### src/hw/rtl/srqt_ram.sv
// Generic single-write, single-read RAM with registered read data.
module srqt_ram #(
    parameter int WIDTH = 8,
    parameter int DEPTH = 32,
    parameter int AW    = (DEPTH > 1) ? $clog2(DEPTH) : 1
) (
    input  logic             clk,
    input  logic             we,
    input  logic [AW-1:0]    wr_addr,
    input  logic [WIDTH-1:0] wr_data,
    input  logic [AW-1:0]    rd_addr,
    output logic [WIDTH-1:0] rd_data
);

    logic [WIDTH-1:0] mem [DEPTH];

    always_ff @(posedge clk)
    begin
        if (we)
        begin
            mem[wr_addr] <= wr_data;
        end
        rd_data <= mem[rd_addr];
    end

endmodule

### config.mk
export PLATFORM = sky130hd
export DESIGN_NAME = srqt_ram
export DESIGN_NICKNAME = d
export VERILOG_FILES = /design/src/hw/rtl/srqt_ram.sv
export SDC_FILE = /design/constraint.sdc
export NUM_CORES = 1
export LEC_CHECK = 0
export BUFFER_PORTS_ARGS = -buffer_cell sky130_fd_sc_hd__buf_2
export CORE_AREA = 2 2 146 134
export CTS_CLUSTER_SIZE = 12
export DETAILED_ROUTE_END_ITERATION = 10
export DIE_AREA = 0 0 148 136
export PLACE_DENSITY = 0.73
export RECOVER_POWER = 100
export SYNTH_ARGS = -nofsm -noshare
export SYNTH_HDL_FRONTEND = slang
export SYNTH_SLANG_ARGS = --single-unit
### constraint.sdc
create_clock -name clk -period 2.3 [get_ports clk]
set_input_delay 0.46 -clock clk [delete_from_list [all_inputs] [get_ports clk]]
set_output_delay 0.46 -clock clk [all_outputs]
set_load 0.005 [all_outputs]
# [After elaboration in Yosys (flattened, before gate mapping)]
# Memories as Yosys holds them, arrays and structs flattened. A register that Yosys moved wholly into a read port is not among the register bits.
# Cells that the tools add are included.
[word_totals] register_bits=0 ramBits=256 in_bits=20 elab_cells=3 n_memories=1
[memory_table] name="mem" words=32 word_bits=8 read_ports=1 rd_clocked_by_memory_dff=1 wr=1 line_no="15" rtl="logic [WIDTH-1:0] mem [DEPTH];"
[op_classes] mux=2
[ops] operator="2-to-1 mux 1 bit" n=2

# [Logic depth before layout (Yosys ltp)]
# Gate-level depths: netlist of run 1.
[depth] depth_word=2 ltp_mapped=5

# [Worst setup path after synthesis of run 1]
# Ideal clock, no wire load.
[synth_timing] path_kind="input port to flip-flop" startpoint="input port rd_addr[2]" endpoint="register rd_data[0], read port of mem" setup_ns=0.121 arrival_time_ns=2.142 required_time_ns=2.179 setup_slack_ns=0.038 cell_stages=5 n_path_buf=2 path_cell_list="clkbuf_1 clkbuf_1 mux4_2 mux4_2 mux2_2"
[synth_lines] item="start, declared" line_no="11" rtl="input logic [AW-1:0] rd_addr,"
[synth_lines] item="end, declared" line_no="12" rtl="output logic [WIDTH-1:0] rd_data"

==> insert_results.sql, run 1 <==
INSERT INTO impl_metrics (metric_group, metric, value, unit) VALUES
('critical_path', 'setup.worst_path.end_class', 'register', ''),
('global_routing', 'grt_antenna_before_repair', '0', ''),
('clocking', 'tritoncts', 'yes', ''),
('global_routing', 'maximum_number_of_pins_on_one_net_before_global_route_repair', '38', ''),
('die', 'initial_standard_cell_utilization_of_the_core', '53.7', '%'),
('die', 'design.core.area', '18700', 'sq um'),
('finish', 'number_of_inserted_filler_cells_in_the_final_layout', '1268', ''),
('timing', 'timing.final.hold_violations', '0', ''),
('status', 'violations', 'capacitance limit, slew limit', ''),
('logic_synthesis', 'synth_area_leader_cell', 'sky130_fd_sc_hd__edfxtp_1', ''),
('routing', 'antenna_left', '0', ''),
('hold_path', 'worst_hold_path.num_cells', '2', ''),
('routing', 'wl_met2', '10.3', 'mm'),
('place', 'dp_slack', '-0.0718', 'ns'),
('die', 'core.rowCount', '48', ''),
('die', 'die_width', '148', 'um'),
('logic_synthesis', 'synth_edf_count', '256', ''),
('global_routing', 'grt_first_pass_wirelength', '30.6', 'mm'),
('clocking', 'cts-buffers-inserted', '27', ''),
('critical_path', 'worst_path_fanout_max', '12', ''),
('run', 'timing.max_cap.violations', '1', ''),
('clocking', 'root_buffer', 'sky130_fd_sc_hd__clkbuf_16', ''),
('clocking', 'post_cts.resized_instances', '0', ''),
('routing', 'met1_routed_wirelength_after_detailed_routing', '8.35', 'mm'),
('logic_synthesis', 'synthMostInstantiatedCell', 'sky130_fd_sc_hd__edfxtp_1', ''),
('timing', 'max_slew_margin', '-5.50', '%'),
('die', 'fp.dieH', '136', 'um'),
('logic_synthesis', 'post-synth-top-area-fraction', '76.5', '%'),
('timing', 'max_freq', '505', 'MHz'),
('finish', 'finish.net_count', '523', ''),
('place', 'place.gp.congestion', '0.788', ''),
('critical_path', 'reg2reg_setup_slack', '0.49', 'ns'),
('routing', 'detail_route.drc_violations', '0', ''),
('logic_synthesis', 'ys_top_cells_by_count', '256 x sky130_fd_sc_hd__edfxtp_1, 80 x sky130_fd_sc_hd__mux4_2, 33 x sky130_fd_sc_hd__nor2_1, 8 x sky130_fd_sc_hd__dfxtp_1, 8 x sky130_fd_sc_hd__mux2_2', ''),
('hold_path', 'min-delay-path-class', 'in2reg', ''),
('logic_synthesis', 'synth_simple_gate_area_share', '2.07', '%'),
('clocking', 'holdBufCountCts', '0', ''),
('place', 'hpwl_after_dpl', '13.0', 'mm'),
('hold_path', 'min_to', 'rd_data[5]', ''),
('power_and_ir_drop', 'power_per_cell_area', '870', 'nW/um^2'),
('routing', 'dr.pass1.iters', '5', ''),
('critical_path', 'worstReg2RegStart', 'mem[23][3]', ''),
('logic_synthesis', 'post_synthesis_xor_xnor_area_fraction', '0', '%'),
('place', 'numPortBuffers', '27', ''),
('logic_synthesis', 'yosys_warnings', '0', ''),
('logic_synthesis', 'ys_async_sr_fraction', '0', '%'),
('timing', 'worst_clock_skew', '0.0116', 'ns'),
('timing', 'max_slew_violations', '33', ''),
('logic_synthesis', 'synth.yosys.seq_area_share', '78.1', '%'),
('finish', 'insertedDiodeCount', '0', ''),
('die', 'die-area', '20100', 'sq um'),
('status', 'run_status', 'finished, violations left', ''),
('timing', 'rsz0062_at_grt', 'false', ''),
('clocking', 'worstSkewPairLatency', '0.52', 'ns'),
('critical_path', 'worstPathArrival', '2.38', 'ns'),
('routing', 'detail_route.wirelength', '20.6', 'mm'),
('timing', 'finalSetupViolations', '0', ''),
('global_routing', 'grt-ovfl-total', '0', ''),
('critical_path', 'path_class', 'in2reg', ''),
('critical_path', 'critical_path_required', '2.70', 'ns'),
('logic_synthesis', 'muxShareOfSynthArea', '18.8', '%'),
('clocking', 'clock_tree.htree_level_count', '1', ''),
('logic_synthesis', 'syn_avg_cell_area', '24.1', 'sq um'),
('finish', 'final_util', '61.5', '%'),
('timing', 'setup_total_negative_slack', '0', 'ns'),
('routing', 'maxUsedRoutingLayer', 'met4', ''),
('logic_synthesis', 'synth_compound_gate_area_share', '0', '%'),
('routing', 'route.detailed.vias_per_inst', '6.01', ''),
('routing', 'routed_length_per_instance', '26.9', 'um'),
('logic_synthesis', 'yosys-top-cells-area', 'sky130_fd_sc_hd__edfxtp_1 76%, sky130_fd_sc_hd__mux4_2 18%, sky130_fd_sc_hd__dfxtp_1 1.6%', ''),
('hold_path', 'holdCritStartpoint', 'rd_addr[3]', '');
cells in the final DEF, fill, tap and decap left out:
cell	count
sky130_fd_sc_hd__clkinv_1	1
sky130_fd_sc_hd__nand3b_1	5
sky130_fd_sc_hd__dfxtp_1	8
sky130_fd_sc_hd__buf_4	7
sky130_fd_sc_hd__clkbuf_8	1
sky130_fd_sc_hd__mux2_2	8
sky130_fd_sc_hd__nand2_1	1
sky130_fd_sc_hd__clkinv_2	1
sky130_fd_sc_hd__or3b_2	3
sky130_fd_sc_hd__clkbuf_16	27
sky130_fd_sc_hd__nor2_1	33
sky130_fd_sc_hd__buf_12	7
sky130_fd_sc_hd__edfxtp_1	256
sky130_fd_sc_hd__nand3_1	2
sky130_fd_sc_hd__or3_1	1
sky130_fd_sc_hd__mux4_2	80
sky130_fd_sc_hd__clkbuf_2	1
sky130_fd_sc_hd__clkbuf_1	64
sky130_fd_sc_hd__bufinv_16	3
sky130_fd_sc_hd__buf_2	9
sequential cells by signal (all words and copies together) (netlist names):
name and flops:
rd_data 8, mem 256
cells by family after synthesis:
group | count (synthesis)
DFF | 264
muxes | 88
and+or+nand+nor | 45
buffers and inverters | 20
area by class of cell:
class	count	area (sq um)	area share, %
repair buffers	77	442	3.83
well taps	250	313	2.71
multi-input cells	133	2100	18.2
clock buffers	39	731	6.34
clock inverters	5	98.8	0.857
flip-flops and latches	264	7850	68.1
worst max path at each step:
stage                     from    endpoint  cells after the start
floorplan           rd_addr[2]  rd_data[0]                      5
global placement    rd_addr[0]  rd_data[1]                      5
detailed placement  rd_addr[0]  rd_data[7]                      6
CTS                 rd_addr[0]  rd_data[7]                      6
global route        rd_addr[0]  rd_data[2]                      6
finish              rd_addr[0]  rd_data[0]                      6
worst max-delay path, stage by stage:
cell and delay (ns):
sky130_fd_sc_hd__clkbuf_2 0.31, sky130_fd_sc_hd__buf_12 0.21, sky130_fd_sc_hd__buf_4 0.14, sky130_fd_sc_hd__mux4_2 0.49
sky130_fd_sc_hd__mux4_2 0.48, sky130_fd_sc_hd__mux2_2 0.28
through the flow:
step / power [W] / area (sq um)
4_1_cts: 0.0101 / 11700
3_3_place_gp: 0.00599 / 10900
2_1_floorplan: 0.00575 / 10100
5_1_grt: 0.0103 / 11500
6_report: 0.0100 / 11500
3_5_place_dp: 0.00601 / 10900
routing by layer:
layer  up-vias  track usage (%)
li1       1953                -
met5         -                0
met4         0             4.29
met3        13             3.89
met1      2440             31.6
met2       213             33.8
report_power, final:
part	switching [W]	internal (W)	leakage, nW
combinational	0.000278	0.000233	0.795
clock	0.00163	0.00251	0.401
sequential	0.0000263	0.00536	2.37
total	0.00193	0.00810	3.57
Note: power is estimated with default switching activity, not from simulation.
==> run 2, diff against run 1 <==
--- a/config.mk
+++ b/config.mk
@@ -10,7 +10,7 @@
 export CTS_CLUSTER_SIZE = 12
 export DETAILED_ROUTE_END_ITERATION = 10
 export DIE_AREA = 0 0 148 136
-export PLACE_DENSITY = 0.73
+export PLACE_DENSITY = 0.72
 export RECOVER_POWER = 100
 export SYNTH_ARGS = -nofsm -noshare
 export SYNTH_HDL_FRONTEND = slang
==> run 2 against run 1 <==
Net effect:
- fmax shrank 0.45%
- largest cell class unchanged
- utilization is 0.44 points lower
- design area shrank 0.72%
- setup slack lost 0.0089 ns
- die area stayed put
- the run now ends clean
- largest power group unchanged
- count of clock-buffer cells in the layout is 3 higher
- register-to-register slack about the same
==> insert_results.sql, run 2 (synthesized netlist as in run 1, its figures left out) <==
INSERT INTO impl_metrics (metric_group, metric, value, unit) VALUES
('status', 'run_status', 'complete, no violations', ''),
('die', 'fp.dieH', '136', 'um'),
('place', 'dp_slack', '-0.0836', 'ns'),
('routing', 'antenna_left', '0', ''),
('power_and_ir_drop', 'power.leakage', '3.53', 'nW'),
('routing', 'dr.pass1.iters', '5', ''),
('die', 'design.portCount', '28', ''),
('power_and_ir_drop', 'power.ir.vdd_worst', '0.597', 'mV'),
('critical_path', 'reg2regPathDepth', '3', ''),
('routing', 'route.detailed.vias_per_inst', '6.07', ''),
('power_and_ir_drop', 'net-switching-power', '0.00194', 'W'),
('timing', 'max_slew.worst_pin.slew', '1.47', 'ns'),
('finish', 'layout_cells_sized_above_1', '28.2', '%'),
('timing', 'timing.final.ws_setup', '0.309', 'ns'),
('timing', 'max_freq', '502', 'MHz'),
('global_routing', 'maximum_number_of_pins_on_one_net_before_global_route_repair', '33', ''),
('clocking', 'clock_tree.htree_level_count', '1', ''),
('die', 'core.rowCount', '48', ''),
('finish', 'leading_cell_types_in_the_layout_fill_and_taps_excluded', '256 x sky130_fd_sc_hd__edfxtp_1, 80 x sky130_fd_sc_hd__mux4_2, 63 x sky130_fd_sc_hd__clkbuf_1, 33 x sky130_fd_sc_hd__nor2_1, 27 x sky130_fd_sc_hd__clkbuf_16', ''),
('clocking', 'cts-buffers-inserted', '27', ''),
('critical_path', 'worstPathArrival', '2.39', 'ns'),
('timing', 'timing.final.hold_violations', '0', ''),
('power_and_ir_drop', 'power.share.sequential', '55.2', '%'),
('finish', 'biggestRegsByFlops', 'mem: 256 flops, rd_data: 8 flops', ''),
('routing', 'detail_route.drc_violations', '0', ''),
('place', 'hpwl_after_dpl', '12.8', 'mm'),
('power_and_ir_drop', 'power_per_cell_area', '851', 'nW/um^2'),
('finish', 'largest_register_ff_count', '256', ''),
('critical_path', 'path_class', 'in2reg', ''),
('die', 'design.core.area', '18700', 'sq um'),
('die', 'die-area', '20100', 'sq um'),
('clocking', 'clockBufferDepth', '3', ''),
('routing', 'detail_route.wirelength', '20.5', 'mm'),
('global_routing', 'grt_pass1_vias', '4710', ''),
('global_routing', 'grt_antenna_before_repair', '2', ''),
('global_routing', 'grt-ovfl-total', '0', ''),
('timing', 'final.period_utilization', '86.6', '%'),
('clocking', 'root_buffer', 'sky130_fd_sc_hd__clkbuf_16', ''),
('routing', 'first_iteration_detailed_routing_drc_count', '585', ''),
('die', 'initial_standard_cell_utilization_of_the_core', '53.7', '%'),
('critical_path', 'startpoint_type', 'input port', ''),
('clocking', 'worstSkewPairLatency', '0.52', 'ns'),
('clocking', 'post_cts.resized_instances', '0', ''),
('timing', 'finalSetupViolations', '0', ''),
('routing', 'routed_length_per_instance', '26.6', 'um'),
('run', 'timing.max_cap.violations', '0', ''),
('place', 'place.gp.congestion', '0.764', ''),
('clocking', 'post_cts_setup_inserts', '0', ''),
('critical_path', 'setup.worst_path.end_class', 'register', ''),
('power_and_ir_drop', 'p_comb_share', '5.2', '%'),
('hold_path', 'worst_hold_path.num_cells', '2', ''),
('finish', 'number_of_inserted_filler_cells_in_the_final_layout', '1327', ''),
('timing', 'worst_clock_skew', '0.00782', 'ns'),
('finish', 'largest_reg_by_ff_count', 'mem', ''),
('clocking', 'holdBufCountCts', '0', ''),
('hold_path', 'min-delay-path-class', 'in2reg', ''),
('power_and_ir_drop', 'power_switching_share', '19.9', '%'),
('power_and_ir_drop', 'cell_internal_pwr', '0.00781', 'W'),
('critical_path', 'worst_path_fanout_max', '10', ''),
('power_and_ir_drop', 'clock_power_share', '39.6', '%'),
('clocking', 'worst_setup_hold_path_clk_slew', '0.06', 'ns'),
('global_routing', 'groute.usage.overall', '21.0', '%'),
('die', 'die_width', '148', 'um'),
('timing', 'max_slew_margin', '2.04', '%'),
('finish', 'area_growth', '13.9', '%'),
('finish', 'most_common_cell_after_layout_fill_and_taps_aside', 'sky130_fd_sc_hd__edfxtp_1', ''),
('finish', 'finish.net_count', '520', ''),
('clocking', 'clock_sinks', '264', ''),
('place', 'numPortBuffers', '27', ''),
('global_routing', 'grt_first_pass_wirelength', '30.1', 'mm'),
('timing', 'fin_crit', '1.99', 'ns'),
('timing', 'rsz0062_at_grt', 'false', ''),
('timing', 'max_slew_violations', '0', ''),
('routing', 'detailroute.via_count', '4669', ''),
('critical_path', 'critical_path_required', '2.70', 'ns'),
('timing', 'setup_total_negative_slack', '0', 'ns'),
('clocking', 'tritoncts', 'yes', '');
## run 2: layout make-up
type	count	area (sq um)	share of cell area (%)
flip-flops and latches	264	7850	68.5
multi-input cells	133	2100	18.3
clock buffers	42	752	6.57
repair buffers	74	413	3.61
well taps	250	313	2.73
clock inverters	5	21.3	0.186
diodes	1	2.50	0.0219
## run 2: metrics by stage
| stage | cell area [sq um] | power, W | hold slack, ns | cells | util (%) |
|---|---|---|---|---|---|
| global placement | 10800 | 0.00598 | 0.854 | 721 | 57.8 |
| global route | 11400 | 0.0100 | 0.385 | 768 | 61.1 |
| CTS | 11600 | 0.00982 | 0.369 | 768 | 61.9 |
| finish | 11400 | 0.00975 | 0.389 | 769 | 61.1 |
| detailed placement | 10800 | 0.00600 | 0.844 | 721 | 57.8 |
| floorplan | 10100 | 0.00575 | 0.559 | 417 | - |
## run 2: worst max-delay path, stage by stage
cell	delay (ns)
sky130_fd_sc_hd__clkbuf_2	0.29
sky130_fd_sc_hd__buf_4	0.31
sky130_fd_sc_hd__mux4_2	0.54
sky130_fd_sc_hd__mux4_2	0.49
sky130_fd_sc_hd__mux2_2	0.30
## run 2: per-layer routing
metal	share of wire [%]	vias to the layer above	track usage [%]
met3	7.4	30	4.46
met1	41	2500	30.5
met2	50	186	33.7
met4	1.8	2	4.39
met5	0.059	-	0
li1	-	1951	-
## run 2: final timing paths
check | startpoint | to | slack [ns]
worst max register to register | mem[29][1] | rd_data[1] | 0.48
worst min register to register | mem[20][1] | rd_data[1] | 0.94
worst max-delay path | rd_addr[0] | rd_data[6] | 0.31
worst min-delay path | rd_addr[3] | rd_data[7] | 0.39
## run 2: power groups by stage
| stage | combinational (W) | sequential (W) | clock (W) |
|---|---|---|---|
| after global placement | 0.000512 | 0.00547 | 0 |
| final | 0.000509 | 0.00538 | 0.00386 |
| after global routing | 0.000545 | 0.00538 | 0.00411 |
| after floorplan | 0.000285 | 0.00547 | 0 |
| after detailed placement | 0.000524 | 0.00548 | 0 |
| after CTS | 0.000528 | 0.00538 | 0.00391 |
==> run 3, diff against run 2 <==
--- a/config.mk
+++ b/config.mk
@@ -5,12 +5,13 @@
 export SDC_FILE = /design/constraint.sdc
 export NUM_CORES = 1
 export LEC_CHECK = 0
+export ABC_AREA = 1
 export BUFFER_PORTS_ARGS = -buffer_cell sky130_fd_sc_hd__buf_2
-export CORE_AREA = 2 2 146 134
+export CORE_AREA = 2 2 150 137
 export CTS_CLUSTER_SIZE = 12
 export DETAILED_ROUTE_END_ITERATION = 10
-export DIE_AREA = 0 0 148 136
-export PLACE_DENSITY = 0.72
+export DIE_AREA = 0 0 152 139
+export PLACE_DENSITY = 0.74
 export RECOVER_POWER = 100
 export SYNTH_ARGS = -nofsm -noshare
 export SYNTH_HDL_FRONTEND = slang
==> run 3 against run 2 <==
Net effect:
- the run now ends with capacitance limit, slew limit left
- utilization down 0.46 points
- first-iteration DRC count rose by 81%
- flip-flop and latch count unchanged
- total power grew 2.4%
- synthesized area rose by 7.3%
- count of clock-buffer cells in the layout is the same
- critical endpoint is now mem[0][5]
- largest power group unchanged
==> insert_results.sql, run 3 <==
INSERT INTO impl_metrics (metric_group, metric, value, unit) VALUES
('status', 'run_status', 'finished, violations left', ''),
('status', 'violations', 'capacitance limit, slew limit', ''),
('routing', 'wl_met2', '11.5', 'mm'),
('logic_synthesis', 'synth.ff_latch_count', '264', ''),
('place', 'numPortBuffers', '27', ''),
('logic_synthesis', 'synthFlopType', 'sky130_fd_sc_hd__edfxtp_1', ''),
('critical_path', 'crit_path_max_incr_delay', '1.26', 'ns'),
('finish', 'final_util', '60.6', '%'),
('routing', 'route.detailed.vias_per_inst', '5.73', ''),
('power_and_ir_drop', 'power.ir.vdd_worst', '0.677', 'mV'),
('hold_path', 'min-delay-path-class', 'in2reg', ''),
('timing', 'worst_clock_skew', '0.0143', 'ns'),
('finish', 'area_growth', '10.6', '%'),
('logic_synthesis', 'ys_async_sr_fraction', '0', '%'),
('timing', 'max_freq', '598', 'MHz'),
('hold_path', 'min_to', 'rd_data[5]', ''),
('place', 'place.gp.congestion', '0.821', ''),
('routing', 'detail_route.wirelength', '24.9', 'mm'),
('logic_synthesis', 'ys_top_cells_by_count', '360 x sky130_fd_sc_hd__nand2_1, 256 x sky130_fd_sc_hd__edfxtp_1, 204 x sky130_fd_sc_hd__nand3_1, 32 x sky130_fd_sc_hd__nor2_1, 24 x sky130_fd_sc_hd__buf_6', ''),
('place', 'hpwl_after_dpl', '14.6', 'mm'),
('logic_synthesis', 'synth_cell_area', '10800', 'sq um'),
('critical_path', 'reg2reg_setup_slack', '1.12', 'ns'),
('critical_path', 'ordered_cell_list_for_the_critical_path', 'clkbuf_1', ''),
('clocking', 'holdBufCountCts', '0', ''),
('logic_synthesis', 'synth_area_leader_cell', 'sky130_fd_sc_hd__edfxtp_1', ''),
('power_and_ir_drop', 'power_per_cell_area', '836', 'nW/um^2'),
('timing', 'max_slew.worst_pin.slew', '1.78', 'ns'),
('critical_path', 'path_class', 'in2reg', ''),
('timing', 'rsz0062_at_grt', 'false', ''),
('logic_synthesis', 'post-synth-top-area-fraction', '71.3', '%'),
('critical_path', 'worstReg2RegStart', 'mem[5][2]', ''),
('die', 'die-area', '21100', 'sq um'),
('routing', 'routed_length_per_instance', '20.0', 'um'),
('routing', 'wl_met3', '2.26', 'mm'),
('global_routing', 'grt_antenna_before_repair', '0', ''),
('routing', 'maxUsedRoutingLayer', 'met4', ''),
('clocking', 'cts-buffers-inserted', '27', ''),
('die', 'core.rowCount', '49', ''),
('clocking', 'worstSkewPairLatency', '0.53', 'ns'),
('critical_path', 'timing.critical_path.slowest_stage_cell', 'sky130_fd_sc_hd__clkbuf_1', ''),
('routing', 'dr.pass1.iters', '5', ''),
('die', 'design.portCount', '28', ''),
('global_routing', 'grt-ovfl-total', '0', ''),
('critical_path', 'crit_path_buffers_inverters', '1', ''),
('critical_path', 'reg2regPathDepth', '8', ''),
('timing', 'max_slew_margin', '-18.8', '%'),
('critical_path', 'regToRegEndpoint', 'rd_data[2]', ''),
('power_and_ir_drop', 'power.leakage', '4.36', 'nW'),
('logic_synthesis', 'syn-num-nets', '942', ''),
('finish', 'finish.net_count', '993', ''),
('routing', 'met1_routed_wirelength_after_detailed_routing', '10.6', 'mm'),
('timing', 'final.period_utilization', '72.7', '%'),
('clocking', 'post_cts_setup_inserts', '0', ''),
('die', 'design.core.area', '19700', 'sq um'),
('logic_synthesis', 'yosys-top-cells-area', 'sky130_fd_sc_hd__edfxtp_1 71%, sky130_fd_sc_hd__nand2_1 13%, sky130_fd_sc_hd__nand3_1 9.5%', ''),
('die', 'initial_standard_cell_utilization_of_the_core', '54.8', '%'),
('logic_synthesis', 'netlist-cell-type-count', '12', ''),
('critical_path', 'worst-path-stages', '1', ''),
('logic_synthesis', 'synth.yosys.seq_area_share', '72.8', '%'),
('logic_synthesis', 'synth_edf_count', '256', ''),
('clocking', 'worst_setup_hold_path_clk_slew', '0.06', 'ns'),
('timing', 'max_slew_violations', '264', ''),
('run', 'timing.max_cap.violations', '8', ''),
('critical_path', 'worst_path_dominant_cell_family', 'buffers and inverters', ''),
('clocking', 'root_buffer', 'sky130_fd_sc_hd__clkbuf_16', ''),
('timing', 'timing.final.hold_violations', '0', ''),
('clocking', 'tritoncts', 'yes', ''),
('hold_path', 'worst_hold_path.num_cells', '3', ''),
('hold_path', 'holdCritStartpoint', 'rd_addr[4]', ''),
('routing', 'detailroute.via_count', '7132', ''),
('die', 'die_width', '152', 'um'),
('finish', 'insertedDiodeCount', '0', ''),
('logic_synthesis', 'number_of_instances_in_the_synthesized_netlist', '922', ''),
('logic_synthesis', 'synthMostInstantiatedCell', 'sky130_fd_sc_hd__nand2_1', ''),
('critical_path', 'worstPathArrival', '1.73', 'ns'),
('finish', 'biggestRegsByFlops', 'mem: 256 flops, rd_data: 8 flops', ''),
('critical_path', 'critical_path_required', '2.36', 'ns'),
('critical_path', 'worst_path_fanout_max', '32', ''),
('clocking', 'post_cts.resized_instances', '0', ''),
('finish', 'layout_cells_sized_above_1', '5.76', '%'),
('timing', 'finalSetupViolations', '0', ''),
('routing', 'detail_route.drc_violations', '0', ''),
('critical_path', 'setup.worst_path.end_class', 'register', ''),
('logic_synthesis', 'yosys_warnings', '0', ''),
('timing', 'whs', '0.275', 'ns'),
('global_routing', 'grt_pass1_vias', '6651', ''),
('routing', 'antenna_left', '0', ''),
('finish', 'most_common_cell_after_layout_fill_and_taps_aside', 'sky130_fd_sc_hd__nand2_1', ''),
('finish', 'largest_register_ff_count', '256', ''),
('finish', 'largest_reg_by_ff_count', 'mem', ''),
('finish', 'leading_cell_types_in_the_layout_fill_and_taps_excluded', '360 x sky130_fd_sc_hd__nand2_1, 256 x sky130_fd_sc_hd__edfxtp_1, 204 x sky130_fd_sc_hd__nand3_1, 60 x sky130_fd_sc_hd__clkbuf_1, 32 x sky130_fd_sc_hd__nor2_1', ''),
('critical_path', 'startpoint_type', 'input port', ''),
('timing', 'setup_total_negative_slack', '0', 'ns'),
('global_routing', 'maximum_number_of_pins_on_one_net_before_global_route_repair', '74', ''),
('die', 'fp.dieH', '139', 'um'),
('clocking', 'clock_tree.htree_level_count', '1', ''),
('timing', 'fin_crit', '1.67', 'ns'),
('clocking', 'clockBufferDepth', '3', ''),
('logic_synthesis', 'syn_avg_cell_area', '11.7', 'sq um'),
('clocking', 'clock_sinks', '264', ''),
('routing', 'first_iteration_detailed_routing_drc_count', '1057', ''),
('global_routing', 'groute.usage.overall', '23.6', '%'),
('global_routing', 'grt_first_pass_wirelength', '38.5', 'mm');
==> run 3: worst max-delay path by stage <==
stage                            end  slack [ns]  startpoint
final                      mem[0][5]        0.63  wr_data[5]
after floorplan            mem[0][0]        0.81  wr_addr[0]
after CTS                 rd_data[6]        0.78  rd_data[6]
after global placement    mem[21][0]        0.55  wr_addr[1]
after detailed placement  mem[16][6]        0.49  wr_addr[0]
after global routing       mem[7][6]        0.55  wr_data[6]
==> run 3: final cells by class <==
class	count	area (sq um)
flip-flops and latches	264	7850
fillers	1539	7750
multi-input cells	596	2490
clock buffers	42	782
repair buffers	74	438
well taps	255	319
inverters	10	38.8
clock inverters	4	15.0
==> run 3: kinds of logic after synthesis <==
| family | after synthesis | share of synthesized area, % |
|---|---|---|
| buffers and inverters | 62 | 4.14 |
| AND/OR/NAND/NOR | 596 | 23.1 |
| flip-flops | 264 | 72.8 |
==> run 3: where the power goes <==
group | internal [W] | switching (W)
Combinational | 0.000170 | 0.000457
Sequential | 0.00535 | 0.0000308
Clock | 0.00230 | 0.00166
Total | 0.00783 | 0.00215
==> run 3: routing by layer <==
layer | global-route usage, % | vias up
met4 | 5.21 | 0
met3 | 3.62 | 38
met1 | 35.5 | 3428
li1 | - | 3297
met2 | 37.1 | 369
met5 | 0 | -
==> run 3: worst min-delay path: cells and delay by family <==
family	cells	cell delay (ns)
buf+inv	1	0.16
simple gates	2	0.12
==> run 3: stage by stage <==
stage          instances  area (sq um)  power [W]  worst slack [ns]
2_1_floorplan        922         10800    0.00585             0.806
3_3_place_gp        1199         11300    0.00610             0.550
3_5_place_dp        1199         11300    0.00611             0.494
4_1_cts             1245         12100     0.0100             0.778
5_1_grt             1245         11900     0.0103             0.551
6_report            1245         11900    0.00998             0.628
